## config.mk

```make
export PLATFORM = sky130hd
export DESIGN_NAME = division_magic_number_generator_core
export DESIGN_NICKNAME = d
export VERILOG_FILES = /design/src/hw/rtl/dmng_pkg.sv /design/src/hw/rtl/dmng_lane.sv /design/src/hw/rtl/dmng_sequencer.sv /design/src/hw/rtl/division_magic_number_generator_core.sv
export SDC_FILE = /design/constraint.sdc
export NUM_CORES = 1
export LEC_CHECK = 0
export ABC_AREA = 1
export ABC_CLOCK_PERIOD_IN_PS = 5700
export BUFFER_PORTS_ARGS = -buffer_cell sky130_fd_sc_hd__buf_2
export CORE_UTILIZATION = 50
export DETAILED_ROUTE_END_ITERATION = 12
export GPL_TIMING_DRIVEN = 1
export HOLD_SLACK_MARGIN = 0.02
export PLACE_DENSITY = 0.7
export SKIP_LAST_GASP = 1
export SLEW_MARGIN = 20
export SYNTH_ARGS = -nofsm -noshare
export SYNTH_HDL_FRONTEND = slang
export SYNTH_SLANG_ARGS = --single-unit
```

## constraint.sdc

```tcl
create_clock -name i_clk -period 5.7 [get_ports i_clk]
set_input_delay 1.14 -clock i_clk [delete_from_list [all_inputs] [get_ports i_clk]]
set_output_delay 1.14 -clock i_clk [all_outputs]
set_load 0.02 [all_outputs]
```

## src/hw/rtl/dmng_pkg.sv

```systemverilog
// Shared types, widths and microcode ROM for the division magic number generator.
// No dependencies; every other file in hw/rtl imports this package.
`timescale 1ns / 1ps

package dmng_pkg;

    localparam int DIVISOR_W = 32;
    localparam int LANE_W    = 33;   // lane divisor and remainder
    localparam int QUO_W     = 36;   // lane quotient
    localparam int MAGIC_W   = 36;
    localparam int SHIFT_W   = 6;
    localparam int PC_W      = 4;
    localparam int CNT_W     = 6;

    localparam logic [LANE_W-1:0]  TWO32       = {1'b1, {(LANE_W-1){1'b0}}};
    localparam logic [CNT_W-1:0]   DIV_STEPS   = CNT_W'(32);
    localparam logic [SHIFT_W-1:0] SHIFT_LIMIT = SHIFT_W'(32);

    typedef logic [PC_W-1:0] t_upc;

    // microprogram addresses
    localparam t_upc A_WAIT  = 4'd0;
    localparam t_upc A_CHKZ  = 4'd1;
    localparam t_upc A_DIV2A = 4'd2;
    localparam t_upc A_DIV2B = 4'd3;
    localparam t_upc A_ANC   = 4'd4;
    localparam t_upc A_DIV1A = 4'd5;
    localparam t_upc A_DIV1B = 4'd6;
    localparam t_upc A_SRCH  = 4'd7;
    localparam t_upc A_TEST  = 4'd8;
    localparam t_upc A_DONE  = 4'd9;

    typedef enum logic [2:0] {
        J_NEXT,     // fall through
        J_ALWAYS,
        J_IDLE,     // jump while no request
        J_ZERO,     // jump on zero divisor
        J_CNT,      // decrement step counter, jump until last step
        J_SEARCH    // jump while the search must go on
    } t_jcond;

    typedef struct packed {
        t_jcond jcond;
        t_upc   jaddr;
        logic   load_div;
        logic   lane1_clr;
        logic   lane1_step;
        logic   lane2_clr;
        logic   lane2_step;
        logic   bit_one;
        logic   cnt_load;
        logic   anc_load;
        logic   shift_clr;
        logic   shift_inc;
        logic   out_fire;
    } t_uword;

    typedef struct packed {
        logic start;
        logic zero;
        logic search_go;
    } t_status;

    function automatic t_uword f_ucode(input t_upc pc);
        t_uword w;
        w = '0;
        w.jcond = J_NEXT;
        w.jaddr = A_WAIT;
        unique case (pc)
            A_WAIT: begin
                w.jcond    = J_IDLE;
                w.jaddr    = A_WAIT;
                w.load_div = 1'b1;
            end
            A_CHKZ: begin
                w.jcond     = J_ZERO;
                w.jaddr     = A_DONE;
                w.lane2_clr = 1'b1;
            end
            A_DIV2A: begin
                w.lane2_step = 1'b1;
                w.bit_one    = 1'b1;
                w.cnt_load   = 1'b1;
            end
            A_DIV2B: begin
                w.jcond      = J_CNT;
                w.jaddr      = A_DIV2B;
                w.lane2_step = 1'b1;
            end
            A_ANC: begin
                w.anc_load  = 1'b1;
                w.lane1_clr = 1'b1;
                w.shift_clr = 1'b1;
            end
            A_DIV1A: begin
                w.lane1_step = 1'b1;
                w.bit_one    = 1'b1;
                w.cnt_load   = 1'b1;
            end
            A_DIV1B: begin
                w.jcond      = J_CNT;
                w.jaddr      = A_DIV1B;
                w.lane1_step = 1'b1;
            end
            A_SRCH: begin
                w.lane1_step = 1'b1;
                w.lane2_step = 1'b1;
                w.shift_inc  = 1'b1;
            end
            A_TEST: begin
                w.jcond = J_SEARCH;
                w.jaddr = A_SRCH;
            end
            A_DONE: begin
                w.jcond    = J_ALWAYS;
                w.jaddr    = A_WAIT;
                w.out_fire = 1'b1;
            end
            default: begin
                w.jcond = J_ALWAYS;
                w.jaddr = A_WAIT;
            end
        endcase
        return w;
    endfunction

endpackage

```

## src/hw/rtl/dmng_lane.sv

```systemverilog
// One restoring divide lane: shift a bit into the remainder, compare, subtract.
// Depends on dmng_pkg for lane widths.
`timescale 1ns / 1ps

module dmng_lane (
    input  logic                          i_clk,
    input  logic                          i_clr,
    input  logic                          i_step,
    input  logic                          i_bit,
    input  logic [dmng_pkg::LANE_W-1:0]   i_divisor,
    output logic [dmng_pkg::QUO_W-1:0]    o_quo,
    output logic [dmng_pkg::LANE_W-1:0]   o_rem
);
    import dmng_pkg::*;

    logic [QUO_W-1:0]  r_quo, n_quo;
    logic [LANE_W-1:0] r_rem, n_rem;
    logic [LANE_W:0]   shifted;
    logic              ge;

    always_comb begin
        shifted = {r_rem, i_bit};
        ge      = shifted >= {1'b0, i_divisor};
        n_quo   = r_quo;
        n_rem   = r_rem;
        if (i_clr) begin
            n_quo = '0;
            n_rem = '0;
        end else if (i_step) begin
            n_quo = {r_quo[QUO_W-2:0], ge};
            n_rem = ge ? LANE_W'(shifted - {1'b0, i_divisor}) : LANE_W'(shifted);
        end
    end

    always_ff @(posedge i_clk) begin
        r_quo <= n_quo;
        r_rem <= n_rem;
    end

    assign o_quo = r_quo;
    assign o_rem = r_rem;

endmodule

```

## src/hw/rtl/dmng_sequencer.sv

```systemverilog
// Microcode sequencer: program counter, control ROM lookup, step counter, jumps.
// Depends on dmng_pkg for the control word, status struct and ROM function.
`timescale 1ns / 1ps

module dmng_sequencer (
    input  logic              i_clk,
    input  logic              i_rst_n,
    input  dmng_pkg::t_status i_status,
    output dmng_pkg::t_uword  o_uword,
    output logic              o_busy
);
    import dmng_pkg::*;

    t_upc             r_pc, n_pc;
    logic [CNT_W-1:0] r_cnt, n_cnt;
    t_uword           uw;
    logic             taken;

    always_comb begin
        uw    = f_ucode(r_pc);
        n_cnt = r_cnt;
        if (uw.cnt_load) begin
            n_cnt = DIV_STEPS;
        end else if (uw.jcond == J_CNT) begin
            n_cnt = r_cnt - CNT_W'(1);
        end
        unique case (uw.jcond)
            J_NEXT:   taken = 1'b0;
            J_ALWAYS: taken = 1'b1;
            J_IDLE:   taken = !i_status.start;
            J_ZERO:   taken = i_status.zero;
            J_CNT:    taken = r_cnt != CNT_W'(1);
            J_SEARCH: taken = i_status.search_go;
            default:  taken = 1'b1;
        endcase
        n_pc = taken ? uw.jaddr : t_upc'(r_pc + t_upc'(1));
    end

    always_ff @(posedge i_clk) begin
        if (!i_rst_n) begin
            r_pc  <= A_WAIT;
            r_cnt <= '0;
        end else begin
            r_pc  <= n_pc;
            r_cnt <= n_cnt;
        end
    end

    assign o_uword = uw;
    assign o_busy  = r_pc != A_WAIT;

endmodule

```

## src/hw/rtl/division_magic_number_generator_core.sv

```systemverilog
// Top level: divisor registers, two divide lanes, search test and result registers.
// Depends on dmng_pkg, dmng_lane and dmng_sequencer.
//
//  port                 dir  width  role
//  start / busy         in/out 1    request handshake, taken when start && !busy
//  i_divisor            in   32 s   divisor of the request
//  o_done               out  1      result strobe, one cycle
//  o_magic_multiplier   out  36 s   multiplier, meaningful with o_done
//  o_post_shift         out  6      shift, meaningful with o_done
//  o_divisor_valid      out  1      low for a zero divisor
//
// A request runs two 33-step restoring divisions and then a search of 1 to 32
// steps on the shared divide lanes before o_done; a zero divisor goes straight
// from the zero check to the result strobe.
// Reset is synchronous, active low, and returns the sequencer to waiting.
// busy stays high from the request to the strobe; o_done is never held off.
`timescale 1ns / 1ps

module division_magic_number_generator_core (
    input  logic                                 i_clk,
    input  logic                                 i_rst_n,
    input  logic                                 start,
    output logic                                 busy,
    input  logic signed [dmng_pkg::DIVISOR_W-1:0] i_divisor,
    output logic                                 o_done,
    output logic signed [dmng_pkg::MAGIC_W-1:0]  o_magic_multiplier,
    output logic        [dmng_pkg::SHIFT_W-1:0]  o_post_shift,
    output logic                                 o_divisor_valid
);
    import dmng_pkg::*;

    t_uword  uw;
    t_status status;

    logic [DIVISOR_W-1:0] r_ad;
    logic                 r_neg;
    logic                 r_zero;
    logic [LANE_W-1:0]    r_anc;
    logic [SHIFT_W-1:0]   r_shift;
    logic                 r_done;
    logic [MAGIC_W-1:0]   r_magic;
    logic [SHIFT_W-1:0]   r_post_shift;
    logic                 r_valid;

    logic [QUO_W-1:0]     q1, q2;
    logic [LANE_W-1:0]    r1, r2;
    logic [LANE_W-1:0]    ad_ext, anc_sub, anc_new;
    logic [QUO_W:0]       sum;
    logic [QUO_W:0]       ad_cmp;
    logic                 search_lt, search_eq;
    logic [DIVISOR_W-1:0] raw;

    dmng_sequencer u_seq (
        .i_clk    (i_clk),
        .i_rst_n  (i_rst_n),
        .i_status (status),
        .o_uword  (uw),
        .o_busy   (busy)
    );

    // lane 1 divides against anc, lane 2 against |d|
    dmng_lane u_lane1 (
        .i_clk     (i_clk),
        .i_clr     (uw.lane1_clr),
        .i_step    (uw.lane1_step),
        .i_bit     (uw.bit_one),
        .i_divisor (r_anc),
        .o_quo     (q1),
        .o_rem     (r1)
    );

    dmng_lane u_lane2 (
        .i_clk     (i_clk),
        .i_clr     (uw.lane2_clr),
        .i_step    (uw.lane2_step),
        .i_bit     (uw.bit_one),
        .i_divisor (ad_ext),
        .o_quo     (q2),
        .o_rem     (r2)
    );

    always_comb begin
        raw    = DIVISOR_W'(i_divisor);
        ad_ext = {1'b0, r_ad};
        // positive: (2^32-1) - ((2^32-1) mod |d|), negative: 2^32 - (2^32 mod |d|)
        anc_sub = (!r_neg && r2 == '0) ? ad_ext : r2;
        anc_new = TWO32 - anc_sub;
        // q1 < |d| - r2  <=>  q1 + r2 < |d|
        sum       = {1'b0, q1} + (QUO_W + 1)'(r2);
        ad_cmp    = (QUO_W + 1)'(r_ad);
        search_lt = sum < ad_cmp;
        search_eq = sum == ad_cmp;
        status.start     = start;
        status.zero      = r_zero;
        status.search_go = (search_lt || (search_eq && r1 == '0))
                           && r_shift != SHIFT_LIMIT;
    end

    always_ff @(posedge i_clk) begin
        if (uw.load_div && start) begin
            r_neg  <= raw[DIVISOR_W-1];
            r_zero <= raw == '0;
            r_ad   <= raw[DIVISOR_W-1] ? DIVISOR_W'(~raw + DIVISOR_W'(1)) : raw;
        end
        if (uw.anc_load) begin
            r_anc <= anc_new;
        end
        if (uw.shift_clr) begin
            r_shift <= '0;
        end else if (uw.shift_inc) begin
            r_shift <= r_shift + SHIFT_W'(1);
        end
        if (uw.out_fire) begin
            if (r_zero) begin
                r_magic      <= '0;
                r_post_shift <= '0;
                r_valid      <= 1'b0;
            end else begin
                // -(q2 + 1) is ~q2
                r_magic      <= r_neg ? ~q2 : q2 + QUO_W'(1);
                r_post_shift <= r_shift;
                r_valid      <= 1'b1;
            end
        end
    end

    always_ff @(posedge i_clk) begin
        if (!i_rst_n) begin
            r_done <= 1'b0;
        end else begin
            r_done <= uw.out_fire;
        end
    end

    assign o_done             = r_done;
    assign o_magic_multiplier = signed'(r_magic);
    assign o_post_shift       = r_post_shift;
    assign o_divisor_valid    = r_valid;

`ifndef SYNTH
    a_done_single : assert property (@(posedge i_clk) disable iff (!i_rst_n)
        o_done |=> !o_done)
        else $error("result strobe held for more than one cycle");

    a_busy_after_req : assert property (@(posedge i_clk) disable iff (!i_rst_n)
        start && !busy |=> busy)
        else $error("request accepted without going busy");

    a_zero_result : assert property (@(posedge i_clk) disable iff (!i_rst_n)
        o_done && !o_divisor_valid |-> o_magic_multiplier == '0 && o_post_shift == '0)
        else $error("zero divisor result not cleared");

    a_shift_range : assert property (@(posedge i_clk) disable iff (!i_rst_n)
        o_done && o_divisor_valid |-> o_post_shift != '0 && o_post_shift <= SHIFT_LIMIT)
        else $error("post shift out of range");
`endif

endmodule
```

# Word level (Yosys, flattened, before mapping)
# Cells that the tools add are included.
dict set report word_totals {
  wordCells 87
  input_bits 35
  regBits 265
  output_inout_bits 45
}
dict set report op_classes {
  n_lt_le_gt_ge 3
  mux 20
  n_addsub 9
  n_bitwise 3
  n_eq_ne 16
  n_reduce_logical 19
}
# op n
set op_table {}
lappend op_table {{two-way mux 33 bit} 3}
lappend op_table {{logical NOT 33 bit} 2}
lappend op_table {{one-hot mux 7 bit (6 select lines)} 1}
lappend op_table {{adder 36 x 33 -> 37 bit} 1}
lappend op_table {{equality test 37 x 32 -> 1 bit} 1}
lappend op_table {{< comparator 37 x 32 -> 1 bit} 1}
lappend op_table {{adder 36 x 1 -> 36 bit, second input constant} 1}
lappend op_table {{two-way mux 36 bit} 1}
lappend op_table {{NOT 36 bit} 1}
lappend op_table {{>= comparator 34 x 32 -> 1 bit} 1}
lappend op_table {{>= comparator 34 x 33 -> 1 bit} 1}
lappend op_table {{subtractor 33 x 32 -> 33 bit} 1}
lappend op_table {{subtractor 33 bit} 1}
lappend op_table {{subtractor 33 bit, first input constant} 1}
lappend op_table {{adder 32 x 1 -> 32 bit, second input constant} 1}
lappend op_table {{logical NOT 32 bit} 1}
lappend op_table {{NOT 32 bit} 1}
lappend op_table {{two-way mux 31 bit} 1}
lappend op_table {{equality test 4 x 3 -> 1 bit, second input constant} 4}
lappend op_table {{two-way mux 6 bit} 2}
lappend op_table {{equality test 4 x 2 -> 1 bit, second input constant} 2}
lappend op_table {{equality test 4 bit, second input constant} 2}
lappend op_table {{two-way mux 1 bit} 8}
lappend op_table {{adder 6 x 1 -> 6 bit, second input constant} 1}
lappend op_table {{other kinds (21)} 30}

# Depth between registers and ports, before layout
# Gate-level depths: netlist of run 1.
dict set report logic_depth {
  depth_word 7
  mapped_depth 30
  mapped_depth_nobuf 30
}

# By module
# A second synthesis of run 1 with hierarchy kept.
dict set report unflattened {
  cells_unflattened 3575
  area_unflattened_um2 22350.2
}
# module n_inst cells_each seq_area_each_um2 area_each_um2
set modules_own_cells {}
lappend modules_own_cells {dmng_lane 2 975 1381.3 5602.9}
lappend modules_own_cells {division_magic_number_generator_core 1 1489 3443.3 10251.1}
lappend modules_own_cells {dmng_sequencer 1 136 200.2 893.4}

# Least setup slack after synthesis of run 1
# Ideal clock, no wire load.
dict set report synth_path {
  path_kind {reg-to-reg}
  startpoint {register u_seq.r_pc[0]}
  endpoint {register r_valid, in the netlist o_divisor_valid, enable pin}
  setup_ns 0.497
  stages_incl_launch_ff 4
  synth_period_minus_slack_ns 4.075
  t_arrival_ns 3.578
  n_path_buf 0
  required_ns 5.203
  slack_ns 1.625
  path_cell_list {dfxtp_1 -> ha_1 -> inv_1 -> nor3_1}
}
# item line_no
set synth_lines {}
lappend synth_lines {{from (decl)} dmng_sequencer.sv:14} ;# t_upc r_pc, n_pc;
lappend synth_lines {{from (signal assigned)} dmng_sequencer.sv:44} ;# r_pc <= n_pc;
lappend synth_lines {{to (signal assigned)} division_magic_number_generator_core.sv:117} ;# r_valid <= 1'b0;
lappend synth_lines {{to (signal assigned)} division_magic_number_generator_core.sv:122} ;# r_valid <= 1'b1;
lappend synth_lines {{to (decl)} division_magic_number_generator_core.sv:43} ;# logic r_valid;

# Worst setup path after layout of run 1
dict set report layout_path {
  startpoint {register u_seq.r_pc[0]}
  endpoint {register u_lane2.r_rem[20], in the netlist u_lane2.o_rem[20]}
}
dict set report layout_via {
  elab_chain_cells 5
  elab_cells_between_ends 13
  cone_classes {1 x add/sub; 1 x order compare; 5 x eq/ne; 4 x mux; 2 x reduce/logical}
}
# item line_no
set layout_lines {}
lappend layout_lines {{equality test 4 x 2 -> 1 bit / equality test 4 x 3 -> 1 bit (equally long branches)} dmng_pkg.sv:69} ;# unique case (pc)
lappend layout_lines {{OR reduction 2 bit (no source line)} -}
lappend layout_lines {{two-way mux 2 bit} dmng_pkg.sv:69}
lappend layout_lines {{subtractor 33 x 32 -> 33 bit / >= comparator 34 x 32 -> 1 bit (equally long branches)} {dmng_lane.sv:31, dmng_lane.sv:23}}
lappend layout_lines {{two-way mux 33 bit} dmng_lane.sv:31} ;# n_rem = ge ? LANE_W'(shifted - {1'b0, i_divisor}) : LANE_W'(shifted);
lappend layout_lines {{to (signal assigned)} dmng_lane.sv:37} ;# r_rem <= n_rem;
lappend layout_lines {{to (decl)} dmng_lane.sv:17} ;# logic [LANE_W-1:0] r_rem, n_rem;
# Parallel ways exist; a longest one is shown, timed or not.
# A chain may end at the register's enable or synchronous reset.

==> impl_metrics.py, run 1 <==
metrics = {
    "critical_path": {
        "crit_type": "reg -> reg",
        "setup.worst_path.start_class": "flip-flop",
        "crit_end": "u_lane2.o_rem[20]$_SDFFE_PP0P_",
        "reg2reg_to": "u_lane2.o_rem[20]$_SDFFE_PP0P_",
        "crit_path_start": "u_seq.r_pc[0]$_SDFF_PN0_",
        "path_buf_inv": 5,
        "cp.arrival_ps": 4800,
        "rr_startpoint": "u_seq.r_pc[0]$_SDFF_PN0_",
        "critPathCaptureType": "flip-flop",
        "rr_worst_depth": 20,
        "cp_max_fo": 34,
        "cp_top_family": "simple AND/OR/NAND/NOR gates",
        "crit_top_cell": "nand2_1",
        "ff2ff_setup_slack_ps": 1340,
        "worstPathCellList": "inv_1, ha_1, nand2_1, nand2_1, inv_1, ha_1, fa_1, o21ai_2, a21oi_4, inv_1, a21oi_2, inv_2, nand4_1, nand2_1, nand2_2, nand2_4, nand2_1, nand3_1, nand2_1, inv_1",
        "required_ps": 6140,
        "slowest_stage": "nand2_2",
        "max_stage_delay_ps": 540,
        "cp.depth": 20,
    },
    "global_routing": {
        "grt_antenna_before_repair": 0,
        "busiest_layer": "met2",
        "met2_usage_pct": 49.82,
        "grt_use_total_pct": 29.24,
        "met3_usage_pct": 3.029,
        "grt_max_degree": 111,
        "grtUsageMet1_pct": 38.87,
        "grt_pass1_wl_mm": 96.97,
        "grt_pass1_vias": 18860,
        "gr-total-overflow": 0,
    },
    "place": {
        "globalplace.congestion": 0.9460,
        "io_buffers": 79,
        "dp_hpwl_mm": 47.14,
    },
    "clock_tree": {
        "cts_num_sinks": 265,
        "clk_latency_ps": 550,
        "cts_hold_buf": 0,
        "clk_pin_slew_worst_paths_ps": 70,
        "post_cts_buffers": 0,
        "cts-buffers-inserted": 34,
        "h-tree-depth": 2,
        "clk_path_buf_depth": 3,
        "cts_resized": 0,
        "root_buffer": "clkbuf_16",
        "cts_tree": "yes",
    },
    "finish": {
        "drive_gt1_share_pct": 7.354,
        "antenna_cells": 0,
        "area_growth_pct": 9.872,
        "fin_nets": 3226,
    },
    "floorplan": {
        "rows": 73,
        "die_w_um": 204.2,
        "die_h_um": 204.2,
        "ioPinCount": 80,
        "start_util_pct": 51.10,
        "core_area_sq_um": 40010,
        "die_area_sq_um": 41700,
    },
    "sta": {
        "finalCritPeriodShare_pct": 76.51,
        "setup_tns_ps": 0,
        "slew_headroom_pct": 32.02,
        "worstMarginPinSlew_ps": 1017,
        "period_minus_slack_ps": 4361,
        "rsz0062_at_grt": "no",
        "setup_viol": 0,
        "skew_ps": 24.38,
        "timing.final.max_slew_violations": 0,
        "timing_hold_violations_final": 0,
        "max_freq_mhz": 229.3,
    },
    "min_path": {
        "min_from": "u_lane1.o_quo[27]$_SDFFE_PP0P_",
        "hold_class": "reg -> reg",
    },
    "logic_synthesis": {
        "synthFlopType": "dfxtp_1",
        "synth_cells": 2997,
        "synth-async-reset-ratio_pct": 0,
        "syn_avg_cell_area_sq_um": 6.822,
        "synth_fp_nets": 3176,
        "post-synth-top-area-fraction_pct": 16.16,
        "synth_edf_count": 110,
        "ys_ff_latch": 265,
        "synthDistinctLibCells": 57,
        "synthTopCellsByArea": "edfxtp_1, dfxtp_1, nand2_1",
        "ys_warn_count": 0,
        "yosysSeqAreaShare_pct": 31.33,
        "yosysTopAreaCell": "edfxtp_1",
        "synth.cell_area_sq_um": 20440,
    },
    "pwr": {
        "p_leak_nw": 10.62,
        "vdd_drop_max_mv": 0.2915,
        "powerDensity_nw_per_um2": 544.0,
        "power_mw": 12.22,
    },
    "routing": {
        "dr.pass1.iters": 6,
        "num_vias": 19653,
        "viasPerCell": 5.462,
        "drt_iter0_drc": 1382,
        "drtAntennaViolNets": 0,
        "routed_wl_mm": 60.43,
        "drc": 0,
        "wl_per_cell_um": 16.80,
    },
    "run": {
        "maxCapViolations": 0,
    },
    "outcome": {
        "status": "finished clean",
    },
}
## per-stage QoR
stage / hold slack [ps] / setup slack [ps] / std cells / instance area [sq um] / utilization (%)
3_5_place_dp: 473.0 / 1396 / 3536 / 21210 / 53.02
6_report: 484.7 / 1339 / 3598 / 22460 / 56.15
2_1_floorplan: 455.2 / 1625 / 2997 / 20440 / -
5_1_grt: 508.3 / 1035 / 3598 / 22460 / 56.15
3_3_place_gp: 471.0 / 1545 / 3536 / 21210 / 53.02
4_1_cts: 481.6 / 1375 / 3598 / 22460 / 56.15
## where the power goes
part	switching (mW)	internal (mW)
logic	4.41	2.20
clock network	0.880	1.49
registers	0.636	2.60
total	5.93	6.29
## state kept, by name, indices dropped and copies added (netlist names), 32 cells and up
signal,cells
u_lane1.o_quo,36
o_magic_multiplier,36
u_lane1.o_rem,33
u_lane2.o_rem,33
u_lane2.o_quo,36
r_anc,33
r_ad,32
## cells in the mapped netlist, drive strengths merged (7+ instances only)
| cell | n |
|---|---|
| a31oi | 17 |
| nand4 | 33 |
| buf | 29 |
| a21o | 8 |
| nor2 | 370 |
| nand3 | 167 |
| nand3b | 14 |
| clkbuf | 46 |
| xnor2 | 50 |
| a21boi | 7 |
| nor4 | 28 |
| xor2 | 80 |
| a21oi | 265 |
| edfxtp | 110 |
| nand2 | 705 |
| inv | 429 |
| dfxtp | 155 |
| nor3 | 47 |
| o21ai | 223 |
| ha | 141 |
| o21a | 7 |
| o21bai | 33 |
## routing by layer
layer	up-vias	share of wire [%]
met3	88	4.5
met2	509	47
met4	0	2.7
met5	-	0
met1	9125	46
li1	9931	-
## kinds of logic (layout without fill, tap and decap cells)
| family | count (synthesis) | in the layout | synth area share, % |
|---|---|---|---|
| and+or+nand+nor | 1374 | 1374 | 28.70 |
| AOI/OAI and AO/OA | 579 | 579 | 15.67 |
| buffers and inverters | 505 | 581 | 9.804 |
| DFF | 265 | 265 | 31.33 |
| adders and majority gates | 144 | 144 | 8.923 |
| xor gates and xnor gates | 130 | 130 | 5.569 |
## worst min-delay path by stage
stage / cells past startpoint / endpoint / slack [ps]
detailed placement: 2 / u_lane1.o_quo[27]$_SDFFE_PP0P_ / 470
global placement: 2 / u_lane1.o_quo[29]$_SDFFE_PP0P_ / 470
global route: 2 / u_lane1.o_quo[26]$_SDFFE_PP0P_ / 510
floorplan: 2 / u_lane1.o_quo[32]$_SDFFE_PP0P_ / 460
finish: 2 / u_lane1.o_quo[27]$_SDFFE_PP0P_ / 480
CTS: 2 / u_lane1.o_quo[30]$_SDFFE_PP0P_ / 480
## layout by cell type (no fill, tap or decap), types with 6 or more instances in the layout
master,count
nand2_1,685
inv_1,419
nor2_1,350
a21oi_1,261
o21ai_0,204
nand3_1,159
dfxtp_1,155
ha_1,141
edfxtp_1,110
xor2_1,80
buf_2,79
xnor2_1,50
nor3_1,44
clkbuf_16,39
nand4_1,33
o21bai_1,32
nor4_1,27
a31oi_1,17
nand2_2,15
o21ai_1,15
nor2_2,14
nand3b_1,14
buf_4,10
inv_2,8
a21o_1,8
nand3_2,7
o21a_1,7
nor2_4,6
a21boi_0,6
clkbuf_1,6
## layout make-up
type,instances,area [sq um]
Inverter,430,1618
Clock inverter,16,239.0
Sequential cell,265,6406
Fill cell,3921,17540
Tap cell,525,656.9
Clock buffer,46,1012
Timing Repair Buffer,89,470.5
Multi-Input combinational cell,2227,12060
## worst reg2reg max path: stages, from the launching register on
cell,delay [ps]
dfxtp_1,400
inv_1,90
ha_1,240
nand2_1,140
nand2_1,170
inv_1,490
ha_1,300
fa_1,240
o21ai_2,110
a21oi_4,210
inv_1,110
a21oi_2,190
inv_2,60
nand4_1,70
nand2_1,90
nand2_2,540
nand2_4,380
nand2_1,190
nand3_1,80
nand2_1,100
inv_1,30
Power figures use the tool's default switching activity.
==> run 2, diff against run 1 <==
--- a/config.mk
+++ b/config.mk
@@ -6,7 +6,7 @@
 export NUM_CORES = 1
 export LEC_CHECK = 0
 export ABC_AREA = 1
-export ABC_CLOCK_PERIOD_IN_PS = 5700
+export ABC_CLOCK_PERIOD_IN_PS = 4400
 export BUFFER_PORTS_ARGS = -buffer_cell sky130_fd_sc_hd__buf_2
 export CORE_UTILIZATION = 50
 export DETAILED_ROUTE_END_ITERATION = 12
==> constraint.sdc (replaced) <==
create_clock -name i_clk -period 4.4 [get_ports i_clk]
set_input_delay 0.88 -clock i_clk [delete_from_list [all_inputs] [get_ports i_clk]]
set_output_delay 0.88 -clock i_clk [all_outputs]
set_load 0.02 [all_outputs]
==> impl_metrics.py, run 2 (synthesized netlist as in run 1, its figures left out) <==
metrics = {
    "outcome": {
        "status": "finished clean",
    },
    "routing": {
        "num_vias": 19724,
        "routed_wl_mm": 61.10,
        "wl_per_cell_um": 16.89,
        "drtAntennaViolNets": 0,
        "viasPerCell": 5.453,
        "dr.pass1.iters": 6,
        "drt_iter0_drc": 1546,
        "drc": 0,
    },
    "pwr": {
        "p_leak_nw": 10.67,
        "powerDensity_nw_per_um2": 701.6,
        "power_mw": 15.79,
        "vdd_drop_max_mv": 0.4488,
    },
    "global_routing": {
        "grt_pass1_vias": 18896,
        "grt_antenna_before_repair": 0,
        "gr-total-overflow": 0,
        "grt_use_total_pct": 29.81,
        "grt_max_degree": 71,
        "grt_pass1_wl_mm": 98.30,
    },
    "sta": {
        "setup_viol": 0,
        "finalCritPeriodShare_pct": 91.25,
        "setup_tns_ps": 0,
        "hold_ws_ps": 488.6,
        "skew_ps": 31.27,
        "timing_hold_violations_final": 0,
        "finalWorstSetupSlack_ps": 384.8,
        "slew_headroom_pct": 32.75,
        "timing.final.max_slew_violations": 0,
        "period_minus_slack_ps": 4015,
        "max_freq_mhz": 249.1,
        "worstMarginPinSlew_ps": 1006,
        "rsz0062_at_grt": "no",
    },
    "floorplan": {
        "die_h_um": 204.2,
        "rows": 73,
        "die_area_sq_um": 41700,
        "ioPinCount": 80,
        "die_w_um": 204.2,
        "start_util_pct": 51.10,
        "core_area_sq_um": 40010,
    },
    "finish": {
        "multi_input_area_sq_um": 12060,
        "fin_nets": 3245,
        "fin_util_pct": 56.25,
        "antenna_cells": 0,
        "num-fill-cells": 3944,
        "area_growth_pct": 10.07,
        "fin_cells": 3617,
        "seq_area_sq_um": 6406,
        "final_common_cell": "nand2_1",
        "drive_gt1_share_pct": 8.053,
        "layout_common_cells": "nand2_1, inv_1, nor2_1",
        "stdcell_area_sq_um": 22500,
    },
    "clock_tree": {
        "cts_num_sinks": 265,
        "h-tree-depth": 2,
        "clk_path_buf_depth": 3,
        "cts_tree": "yes",
        "clk_latency_ps": 560,
        "root_buffer": "clkbuf_16",
        "cts_resized": 0,
        "cts_hold_buf": 0,
        "post_cts_buffers": 0,
        "cts-buffers-inserted": 34,
        "clk_pin_slew_worst_paths_ps": 60,
    },
    "min_path": {
        "hold_class": "reg -> reg",
    },
    "place": {
        "dp_slack_ps": 402.1,
        "globalplace.congestion": 0.9634,
        "io_buffers": 79,
        "placed_area_sq_um": 21350,
        "dp_hpwl_mm": 48.46,
        "dp.cells": 3555,
    },
    "critical_path": {
        "cp.arrival_ps": 4440,
        "crit_type": "reg -> reg",
        "cp_max_fo": 8,
        "critPathCaptureType": "flip-flop",
        "setup.worst_path.start_class": "flip-flop",
        "required_ps": 4820,
    },
    "run": {
        "maxCapViolations": 0,
    },
}
[run 2: per-layer routing]
layer	GRT usage (%)	up-vias	wire (um)
li1	-	9965	-
met1	39.63	9100	27770
met2	49.61	553	28240
met3	4.098	106	3311
met4	9.808	0	1773
met5	0	-	0
[run 2: layout make-up]
class	count	share of cell area, %
inverters	430	7.189
multi-input cells	2227	53.59
well taps	525	2.919
repair buffers	108	2.724
clock buffers	38	3.981
clock inverters	24	1.123
flip-flops and latches	265	28.47
[run 2: path summary, 6_finish.rpt]
kind | startpoint | to | slack [ps] | cells after the start
setup / recovery | u_lane2.o_rem[0]$_SDFFE_PP0P_ | u_seq.r_pc[1]$_SDFF_PN0_ | 380 | 27
hold reg to reg | u_lane1.o_quo[12]$_SDFFE_PP0P_ | u_lane1.o_quo[12]$_SDFFE_PP0P_ | 490 | 2
setup reg to reg | u_lane2.o_rem[0]$_SDFFE_PP0P_ | u_seq.r_pc[1]$_SDFF_PN0_ | 380 | 27
hold / removal | u_lane1.o_quo[12]$_SDFFE_PP0P_ | u_lane1.o_quo[12]$_SDFFE_PP0P_ | 490 | 2
[run 2: worst max-delay path, stage by stage (launching register included)]
cell,delay [ps]
dfxtp_1,470
ha_1,280
inv_1,100
fa_1,400
inv_1,130
nand2_1,60
nand3_1,100
nand3_1,80
nand2_1,200
nand2_1,80
nand2_1,190
xor2_1,110
ha_1,300
nand2_1,70
nor4_1,350
nand2_1,90
nand2_1,80
nand2_1,50
nand2_1,70
nand2_1,50
nand2_1,50
nand2_1,40
nand2_1,60
nand2_1,120
nand2_2,160
nand3_1,90
nand2_1,80
nor2_1,40
[run 2: report_power, final]
part	switching (mW)	leakage [nW]	internal (mW)	total, mW
Clock	1.13	0.566	1.72	2.84
Sequential	0.704	2.29	3.38	4.08
Combinational	5.91	7.82	2.95	8.87
==> run 3, diff against run 2 <==
--- a/config.mk
+++ b/config.mk
@@ -8,11 +8,13 @@
 export ABC_AREA = 1
 export ABC_CLOCK_PERIOD_IN_PS = 4400
 export BUFFER_PORTS_ARGS = -buffer_cell sky130_fd_sc_hd__buf_2
-export CORE_UTILIZATION = 50
+export CELL_PAD_IN_SITES_DETAIL_PLACEMENT = 0
+export CELL_PAD_IN_SITES_GLOBAL_PLACEMENT = 1
+export CORE_UTILIZATION = 46
 export DETAILED_ROUTE_END_ITERATION = 12
 export GPL_TIMING_DRIVEN = 1
 export HOLD_SLACK_MARGIN = 0.02
-export PLACE_DENSITY = 0.7
+export PLACE_DENSITY = 0.79
 export SKIP_LAST_GASP = 1
 export SLEW_MARGIN = 20
 export SYNTH_ARGS = -nofsm -noshare
==> impl_metrics.py, run 3 (synthesized netlist as in run 1, its figures left out) <==
metrics = {
    "critical_path": {
        "cp_max_fo": 8,
        "cp_top_family": "simple AND/OR/NAND/NOR gates",
        "max_stage_delay_ps": 500,
        "setup.worst_path.start_class": "flip-flop",
        "rr_startpoint": "u_lane2.o_rem[4]$_SDFFE_PP0P_",
        "crit_type": "reg -> reg",
        "cp.arrival_ps": 4400,
        "slowest_stage": "dfxtp_1",
        "crit_path_start": "u_lane2.o_rem[4]$_SDFFE_PP0P_",
        "path_buf_inv": 2,
        "worstPathCellList": "ha_1, nand2_1, inv_1, nand2_1, nand2_1, nand2_1, nand2_1, nand2_1, nand3_1, a21o_1, a21boi_1, inv_1, a21oi_1, xnor2_1, ha_1, nand2_1, nor2_1, nand3_1, nor4_1, nand4_1, nand2_1, nand2_2, a21oi_1, nor2_1",
        "required_ps": 4840,
        "critPathCaptureType": "flip-flop",
        "crit_top_cell": "nand2_1",
    },
    "routing": {
        "top_layer": "met4",
        "drt-met1-wl_mm": 29.40,
        "drtAntennaViolNets": 0,
        "dr.pass1.iters": 5,
        "routed_wl_mm": 63.81,
        "wl_met2_mm": 29.07,
        "drt_iter0_drc": 1368,
        "num_vias": 19624,
        "routed-wl-met3_mm": 3.045,
        "drc": 0,
        "viasPerCell": 5.343,
        "wl_per_cell_um": 17.37,
    },
    "sta": {
        "period_minus_slack_ps": 3955,
        "skew_ps": 21.26,
        "timing_hold_violations_final": 0,
        "max_freq_mhz": 252.9,
        "finalCritPeriodShare_pct": 89.88,
        "setup_tns_ps": 0,
        "worstMarginPinSlew_ps": 1069,
        "hold_ws_ps": 478.7,
        "setup_viol": 0,
        "timing.final.max_slew_violations": 0,
        "slew_headroom_pct": 28.75,
        "rsz0062_at_grt": "no",
    },
    "global_routing": {
        "grt_max_degree": 71,
        "grt_antenna_before_repair": 0,
        "grt_pass1_wl_mm": 100.2,
        "grt_use_total_pct": 28.60,
        "grt_pass1_vias": 18887,
        "gr-total-overflow": 0,
    },
    "finish": {
        "seq_area_sq_um": 6406,
        "multi_input_area_sq_um": 12060,
        "antenna_cells": 0,
        "fin_nets": 3240,
        "num-fill-cells": 4581,
        "layout_common_cells": "nand2_1, inv_1, nor2_1",
        "stdcell_area_sq_um": 22570,
        "fin_cells": 3673,
        "final_common_cell": "nand2_1",
        "area_growth_pct": 10.42,
        "drive_gt1_share_pct": 7.707,
    },
    "floorplan": {
        "die_h_um": 212.8,
        "rows": 76,
        "die_w_um": 212.8,
        "ioPinCount": 80,
        "start_util_pct": 47.05,
        "core_area_sq_um": 43460,
        "die_area_sq_um": 45290,
    },
    "min_path": {
        "min_from": "u_lane1.o_quo[12]$_SDFFE_PP0P_",
        "hold_class": "reg -> reg",
    },
    "outcome": {
        "status": "finished clean",
    },
    "place": {
        "dp.cells": 3609,
        "io_buffers": 79,
        "dp_hpwl_mm": 50.09,
        "placed_area_sq_um": 21380,
        "globalplace.congestion": 0.9587,
    },
    "pwr": {
        "p_leak_nw": 10.65,
        "p_seq_share_pct": 25.8,
        "p_int_mw": 8.124,
        "powerDensity_nw_per_um2": 707.2,
        "power_mw": 15.96,
        "vdd_drop_max_mv": 0.4334,
        "clock_power_share_pct": 18.7,
        "switching_share_pct": 49.11,
        "p_switching_mw": 7.840,
        "share_comb_of_total_power_pct": 55.5,
    },
    "clock_tree": {
        "cts_tree": "yes",
        "post_cts_buffers": 0,
        "cts-buffers-inserted": 35,
        "clk_pin_slew_worst_paths_ps": 70,
        "root_buffer": "clkbuf_16",
        "h-tree-depth": 2,
        "clk_path_buf_depth": 3,
        "clk_latency_ps": 560,
        "cts_num_sinks": 265,
    },
    "run": {
        "maxCapViolations": 0,
    },
}
[run 3: path summary, 6_finish.rpt]
path	endpoint	slack, ps	cells past startpoint
setup / recovery	u_seq.r_pc[0]$_SDFF_PN0_	450	24
hold / removal	u_lane1.o_quo[13]$_SDFFE_PP0P_	480	2
setup reg to reg	u_seq.r_pc[0]$_SDFF_PN0_	450	24
hold reg to reg	u_lane1.o_quo[13]$_SDFFE_PP0P_	480	2
[run 3: what timing repair did]
action | in CTS | in global routing
hold buffers | 0 | 0
resized for setup | 0 | 1
setup endpoints to repair | 0 | 3
[run 3: cell type report]
cell class,instances,share of cell area [%]
multi-input combinational,2227,53.43
tap,585,3.242
clock buffer,45,4.229
inverter,430,7.167
clock inverter,19,1.042
sequential,265,28.38
timing repair buffer,102,2.516
[run 3: tightest hold or removal path, stage by stage (launching register included)]
cell and delay [ps]:
dfxtp_1 330, nand2_1 70, a21oi_1 50
[run 3: power groups by stage]
stage	registers (mW)	logic, mW	clock network (mW)
floorplan	3.94	6.51	0
global placement	4.12	8.70	0
detailed placement	4.14	8.75	0
CTS	4.10	8.80	3.05
global route	4.21	9.98	3.14
finish	4.12	8.86	2.99
[run 3: per-stage QoR]
step / utilization, % / worst slack (ps)
finish: 51.95 / 445.3
global route: 51.95 / 52.71
global placement: 49.21 / 447.3
CTS: 51.94 / 327.4
detailed placement: 49.21 / 380.9
floorplan: - / 325.3
[run 3: metal layers]
metal  up-vias  GRT usage [%]
met1      9092          37.79
met4         0          11.41
met3       106          3.456
met2       471          47.29
met5         -              0
li1       9955              -
